$ cat src/rtl/rlfwd_pkg.sv
package rlfwd_pkg;

  localparam int QUEUE_DEPTH = 16;
  localparam int IDX_W  = $clog2(QUEUE_DEPTH);
  localparam int FILL_W = $clog2(QUEUE_DEPTH + 1);

  localparam logic REQ_PUSH = 1'b0;
  localparam logic REQ_TAKE = 1'b1;

  localparam logic [1:0] STAT_OK    = 2'd0;
  localparam logic [1:0] STAT_FULL  = 2'd1;
  localparam logic [1:0] STAT_SHORT = 2'd2;

  typedef enum logic [2:0] {
    ST_IDLE,
    ST_PUSH,
    ST_MUL,
    ST_ACC,
    ST_DONE
  } state_t;

  typedef struct packed {
    logic load;
    logic push;
    logic mul;
    logic acc;
    logic finish;
  } dp_cmd_t;

  typedef struct packed {
    logic is_take;
    logic left_zero;
    logic fill_zero;
    logic out_free;
  } dp_stat_t;

endpackage

$ cat src/rtl/rlfwd_ctrl.sv
module rlfwd_ctrl
  import rlfwd_pkg::*;
(
  input  logic     clk,
  input  logic     rst,
  input  logic     in_valid,
  output logic     in_ready,
  input  dp_stat_t stat,
  output dp_cmd_t  cmd
);

  state_t state, state_next;

  always_ff @(posedge clk) begin
    if (rst) begin
      state <= ST_IDLE;
    end else begin
      state <= state_next;
    end
  end

  always_comb begin
    state_next = state;
    case (state)
      ST_IDLE: begin
        if (in_valid) begin
          state_next = ST_PUSH;
        end
      end
      ST_PUSH: begin
        // first cycle after a request: decide push or take
        if (!stat.is_take) begin
          state_next = ST_DONE;
        end else if (stat.left_zero || stat.fill_zero) begin
          state_next = ST_DONE;
        end else begin
          state_next = ST_MUL;
        end
      end
      ST_MUL: begin
        state_next = ST_ACC;
      end
      ST_ACC: begin
        if (stat.left_zero || stat.fill_zero) begin
          state_next = ST_DONE;
        end else begin
          state_next = ST_MUL;
        end
      end
      ST_DONE: begin
        if (stat.out_free) begin
          state_next = ST_IDLE;
        end
      end
      default: state_next = ST_IDLE;
    endcase
  end

  always_comb begin
    in_ready   = 1'b0;
    cmd        = '0;
    case (state)
      ST_IDLE: begin
        in_ready = 1'b1;
        cmd.load = in_valid;
      end
      ST_PUSH: begin
        cmd.push = !stat.is_take;
      end
      ST_MUL: begin
        cmd.mul = 1'b1;
      end
      ST_ACC: begin
        cmd.acc = 1'b1;
      end
      ST_DONE: begin
        cmd.finish = stat.out_free;
      end
      default: begin
        in_ready = 1'b0;
      end
    endcase
  end

endmodule

$ cat src/rtl/rlfwd_dp.sv
module rlfwd_dp
  import rlfwd_pkg::*;
(
  input  logic        clk,
  input  logic        rst,
  input  logic        req_type,
  input  logic [31:0] item_value,
  input  logic [31:0] item_count,
  output logic        out_valid,
  input  logic        out_ready,
  output logic [63:0] taken_sum,
  output logic [1:0]  status,
  input  dp_cmd_t     cmd,
  output dp_stat_t    stat
);

  logic [31:0] run_values [QUEUE_DEPTH];
  logic [31:0] run_counts [QUEUE_DEPTH];

  logic [IDX_W-1:0]  head_index;
  logic [IDX_W-1:0]  tail_index;
  logic [FILL_W-1:0] fill_level;

  logic        kind;
  logic [31:0] value;
  logic [31:0] left;
  logic [63:0] sum;
  logic [63:0] product;
  logic [1:0]  push_status;

  logic [31:0] rd_value;
  logic [31:0] rd_count;

  logic             take_all;
  logic [31:0]      mult_b;
  logic             full;
  logic             push_ok;
  logic             cnt_we;
  logic [IDX_W-1:0] cnt_addr;
  logic [31:0]      cnt_wdata;
  logic [64:0]      sum_wide;

  function automatic logic [IDX_W-1:0] wrap_next(input logic [IDX_W-1:0] idx);
    wrap_next = (idx == IDX_W'(QUEUE_DEPTH - 1)) ? '0 : idx + 1'b1;
  endfunction

  assign full     = (fill_level == FILL_W'(QUEUE_DEPTH));
  assign push_ok  = cmd.push && (left != '0) && !full;
  assign take_all = (left >= rd_count);
  assign mult_b   = take_all ? rd_count : left;
  assign sum_wide = {1'b0, sum} + {1'b0, product};

  // count store: tail on push, head when the front run is split
  assign cnt_we    = push_ok || (cmd.mul && !take_all);
  assign cnt_addr  = cmd.mul ? head_index : tail_index;
  assign cnt_wdata = cmd.mul ? (rd_count - left) : left;

  always_ff @(posedge clk) begin
    if (push_ok) begin
      run_values[tail_index] <= value;
    end
    if (cnt_we) begin
      run_counts[cnt_addr] <= cnt_wdata;
    end
  end

  always_ff @(posedge clk) begin
    rd_value <= run_values[head_index];
    rd_count <= run_counts[head_index];
  end

  always_ff @(posedge clk) begin
    if (rst) begin
      head_index <= '0;
      tail_index <= '0;
      fill_level <= '0;
    end else begin
      if (push_ok) begin
        tail_index <= wrap_next(tail_index);
        fill_level <= fill_level + 1'b1;
      end
      if (cmd.mul && take_all) begin
        head_index <= wrap_next(head_index);
        fill_level <= fill_level - 1'b1;
      end
    end
  end

  always_ff @(posedge clk) begin
    if (cmd.load) begin
      kind        <= req_type;
      value       <= item_value;
      left        <= item_count;
      sum         <= '0;
      push_status <= STAT_OK;
    end
    if (cmd.push && (left != '0) && full) begin
      push_status <= STAT_FULL;
    end
    if (cmd.mul) begin
      product <= 64'(rd_value) * 64'(mult_b);
      left    <= take_all ? (left - rd_count) : '0;
    end
    if (cmd.acc) begin
      sum <= sum_wide[64] ? '1 : sum_wide[63:0];
    end
  end

  always_ff @(posedge clk) begin
    if (rst) begin
      out_valid <= 1'b0;
    end else if (cmd.finish) begin
      out_valid <= 1'b1;
    end else if (out_ready) begin
      out_valid <= 1'b0;
    end
  end

  always_ff @(posedge clk) begin
    if (cmd.finish) begin
      if (kind == REQ_TAKE) begin
        taken_sum <= sum;
        status    <= (left != '0) ? STAT_SHORT : STAT_OK;
      end else begin
        taken_sum <= '0;
        status    <= push_status;
      end
    end
  end

  assign stat.is_take    = (kind == REQ_TAKE);
  assign stat.left_zero  = (left == '0);
  assign stat.fill_zero  = (fill_level == '0);
  assign stat.out_free   = !out_valid || out_ready;

endmodule

$ cat src/rtl/run_length_fifo_weighted_drain.sv
// Queue of up to QUEUE_DEPTH runs (value, repeat count) with one result per
// request. A push appends a run at the tail (count 0 is ignored, a full queue
// drops it with status 1); a take removes item_count items from the front and
// returns the saturating 64-bit sum of value times items taken, splitting the
// last run touched, with status 2 when it asked for more than was stored. A
// push passes through the decide (ST_PUSH) and done states; a take passes
// through ST_PUSH, then a 32x32 multiply (ST_MUL) followed by a registered
// accumulate (ST_ACC) for every run it touches, with the front run read from
// the registered run store, and then the done state. A new request is
// accepted while the previous result still waits in the output register.
module run_length_fifo_weighted_drain
  import rlfwd_pkg::*;
(
  input  logic        clk,
  input  logic        rst,
  input  logic        in_valid,
  output logic        in_ready,
  input  logic        req_type,
  input  logic [31:0] item_value,
  input  logic [31:0] item_count,
  output logic        out_valid,
  input  logic        out_ready,
  output logic [63:0] taken_sum,
  output logic [1:0]  status
);

  dp_cmd_t  cmd;
  dp_stat_t stat;

  rlfwd_ctrl u_ctrl (
    .clk      (clk),
    .rst      (rst),
    .in_valid (in_valid),
    .in_ready (in_ready),
    .stat     (stat),
    .cmd      (cmd)
  );

  rlfwd_dp u_dp (
    .clk        (clk),
    .rst        (rst),
    .req_type   (req_type),
    .item_value (item_value),
    .item_count (item_count),
    .out_valid  (out_valid),
    .out_ready  (out_ready),
    .taken_sum  (taken_sum),
    .status     (status),
    .cmd        (cmd),
    .stat       (stat)
  );

endmodule

$ cat config.mk
export PLATFORM = sky130hd
export DESIGN_NAME = run_length_fifo_weighted_drain
export DESIGN_NICKNAME = d
export VERILOG_FILES = /design/src/rtl/rlfwd_pkg.sv /design/src/rtl/rlfwd_ctrl.sv /design/src/rtl/rlfwd_dp.sv /design/src/rtl/run_length_fifo_weighted_drain.sv
export SDC_FILE = /design/constraint.sdc
export NUM_CORES = 2
export LEC_CHECK = 0
export ABC_AREA = 1
export CAP_MARGIN = 10
export CORE_UTILIZATION = 61
export CTS_BUF_LIST = sky130_fd_sc_hd__clkbuf_4 sky130_fd_sc_hd__clkbuf_8
export DETAILED_ROUTE_END_ITERATION = 8
export DONT_BUFFER_PORTS = 1
export MAX_ROUTING_LAYER = met4
export PLACE_DENSITY = 0.81
export SYNTH_ARGS = -nofsm -noshare
export SYNTH_HDL_FRONTEND = slang
export SYNTH_SLANG_ARGS = --single-unit
$ cat constraint.sdc
create_clock -name clk -period 10.6 [get_ports clk]
set_clock_uncertainty 0.1 [all_clocks]
set_input_delay 1.59 -clock clk [delete_from_list [all_inputs] [get_ports clk]]
set_output_delay 1.59 -clock clk [all_outputs]
set_load 0.1 [all_outputs]
==> impl_metrics.tcl <==
set metrics [dict create \
    status "complete, no violations" \
    synth_top_family_by_area "adder cells" \
    timing.rr.end "u_dp.product[60]$_DFFE_PP_" \
    rr_worst_depth 34 \
    drtIter0Drc 9566 \
    yosys.area_share.simple 0.155 \
    ant_nets 0 \
    layout-drive-gt1-share 0.0706 \
    cp.required_ns 11.22 \
    synth-compound-area-share 0.0802 \
    slew_viol_final 0 \
    layout_common_cells "nand2_1, inv_1, nor2_1, edfxtp_1, fa_1" \
    clock_sinks 1365 \
    ys_warn_count 0 \
    synth_fp_nets 11300 \
    wl_per_cell_um 25.8 \
    crit_buf_inv 5 \
    cts.clk_slew.worst_paths_ns 0.06 \
    grt_pass1_wl_mm 461 \
    io_pins 137 \
    vias_per_cell 6.06 \
    multi_input_area_um2 46600 \
    hold_class "flip-flop to flip-flop" \
    syn_to_final_growth_pct 7.92 \
    final_common_cell "nand2_1" \
    dr.pass1.iters 8 \
    worst_slew_pin_slew_ns 1.26 \
    fin_area_um2 102000 \
    fin_crit_sh 0.967 \
    grt_overflow_total 0 \
    core_area_um2 154000 \
    seq_area_frac_synth 0.424 \
    rsz0062_at_grt "no" \
    cts_buffers 212 \
    globalplace.congestion 1.09 \
    antenna_found_initial 23 \
    grt_max_degree 126 \
    finalSetupViolations 0 \
    setup_tns_ns 0 \
    relSlewSlack 0.159 \
    rrSetupSlack_ns 0.35 \
    hpwl_mm 224 \
    die_w_um 396 \
    synth-seq-cells 1365 \
    core.rowCount 144 \
    regArea_um2 40200 \
    fp.dieArea_um2 157000 \
    postPlaceCellArea_um2 97400 \
    min_delay_worst_endpoint "u_dp.push_status[0]$_SDFFE_PP1P_" \
    portBuffers 0 \
    drv_cap 0 \
    critPathKind "flip-flop to flip-flop" \
    crit_path_end_kind "flip-flop" \
    synth-edff-count 1283 \
    synthesis.area_um2 94700 \
    grt_pass1_vias 73800 \
    hold_start "u_dp.push_status[0]$_SDFFE_PP1P_" \
    clockBufferDepth 3 \
    synthMuxAreaShare 0 \
    start_util 0.615 \
    vias 74000 \
    finalHoldViolCount 0 \
    async_flop_share 0 \
    synthXorXnorAreaFrac 0.0111 \
    synthCells 9936 \
    max_freq_ghz 0.0976 \
    cp_slowest_cell "fa_1" \
    globalRouteTotalUtil 0.414 \
    cts_tree "yes" \
    wl_mm 315 \
    critPathMaxStageDelay_ns 0.61 \
    drc_errors 0 \
    crit_path_start_kind "flip-flop" \
    synthFlopType "edfxtp_1" \
    synthAdderAreaFrac 0.243 \
    synth.avg_cell_area_um2 9.53 \
    ctsRootBufferMaster "clkbuf_8" \
    synth_cell_types 47 \
    insertion_delay_ns 0.98 \
    final.min_clock_period_ns 10.25 \
    nNetsFinal 11300 \
    holdPathStages 2 \
    cts-htree-levels 4 \
    cpLargestDelayFamily "adder cells" \
    rr_startpoint "u_dp.left[0]$_DFFE_PP_" \
    n_fill_cell 12000 \
    die_y_um 396 \
    crit_fanout 33 \
    arrival_ns 10.87 \
]
[through the flow]
| stage | setup slack (ns) | cells | util | hold slack [ns] |
|---|---|---|---|---|
| after global routing | 0.0191 | 12200 | 0.663 | 0.413 |
| after global placement | 0.369 | 11800 | 0.632 | 0.377 |
| after CTS | 0.351 | 12200 | 0.662 | 0.391 |
| final | 0.353 | 12200 | 0.663 | 0.406 |
| after floorplan | 1.96 | 9936 | - | 0.355 |
| after detailed placement | 0.342 | 11800 | 0.632 | 0.382 |
[kinds of logic after synthesis]
group | count (synthesis)
and+or+nand+nor | 3744
buffers and inverters | 2094
DFF | 1365
AOI/OAI and AO/OA | 1315
adders and majority gates | 1298
xor gates and xnor gates | 120
[cell type report]
| type | count | area share |
|---|---|---|
| tap | 2044 | 0.0250 |
| inverter | 1679 | 0.0618 |
| multi-input combinational | 6477 | 0.456 |
| sequential | 1365 | 0.393 |
| timing repair buffer | 239 | 0.0189 |
| antenna | 17 | 0.000416 |
| clock inverter | 102 | 0.00900 |
| clock buffer | 294 | 0.0352 |
[worst min-delay path, stage by stage, from the launching register on]
cell and delay [ns]:
dfxtp_1 0.30, inv_1 0.08, o22ai_1 0.09
[sequential cells by signal (all words and copies together), names as in the netlist, 3 cells and up]
signal,flops
u_dp.value,32
u_dp.rd_count,32
u_dp.head_index,4
u_dp.run_counts,512
u_dp.product,64
u_dp.sum,64
u_dp.taken_sum,64
u_dp.rd_value,32
u_dp.run_values,512
u_dp.left,32
u_dp.tail_index,4
u_ctrl.state,3
u_dp.fill_level,5
[cells in the mapped netlist, types with 9 or more instances]
master | number | area (um^2)
o21ai_4 | 12 | 195
o21ai_0 | 697 | 3490
o22ai_1 | 155 | 970
edfxtp_1 | 1283 | 38500
xnor2_1 | 24 | 210
inv_1 | 1635 | 6140
a21oi_1 | 229 | 1150
nand4_1 | 30 | 188
buf_1 | 11 | 41.3
o21bai_1 | 20 | 150
nand2_1 | 1867 | 7010
o221ai_1 | 102 | 893
buf_4 | 21 | 158
buf_2 | 51 | 255
xor2_1 | 96 | 841
clkbuf_1 | 310 | 1160
clkinv_1 | 10 | 37.5
o21a_1 | 12 | 90.1
buf_6 | 19 | 214
nor3_1 | 32 | 160
o211ai_1 | 32 | 240
o21ai_2 | 18 | 158
a21o_1 | 9 | 67.6
fa_1 | 900 | 18000
nor4_1 | 22 | 138
nand3_1 | 298 | 1490
nor2_1 | 1462 | 5490
dfxtp_1 | 82 | 1640
nand3b_1 | 9 | 67.6
inv_2 | 34 | 128
ha_1 | 398 | 4980
a31oi_1 | 14 | 87.6
[layer usage]
metal | track usage | part of all wire
met1 | 0.517 | 0.36
met2 | 0.625 | 0.45
met3 | 0.102 | 0.12
met4 | 0.219 | 0.063
met5 | - | 0
[what timing repair did]
| item | CTS | global route |
|---|---|---|
| setup endpoints to repair | 0 | 13 |
| setup buffers | 0 | 22 |
| hold buffers | 0 | 0 |
| resized for setup | 0 | 1 |
[worst max path at each step]
stage	startpoint	to	slack (ns)	depth (start not counted)
after floorplan	out_ready	u_dp.status[0]$_SDFFCE_PP0P_	1.96	2
after global placement	u_dp.left[0]$_DFFE_PP_	u_dp.product[26]$_DFFE_PP_	0.37	36
after detailed placement	u_dp.left[0]$_DFFE_PP_	u_dp.product[26]$_DFFE_PP_	0.34	36
after CTS	u_dp.left[0]$_DFFE_PP_	u_dp.product[26]$_DFFE_PP_	0.35	36
after global routing	u_dp.left[0]$_DFFE_PP_	u_dp.product[61]$_DFFE_PP_	0.02	38
final	u_dp.left[0]$_DFFE_PP_	u_dp.product[60]$_DFFE_PP_	0.35	34
Power is left out: the tool's default activity adds up to more than one toggle a clock period on the data nets, which glitch-free logic cannot reach.
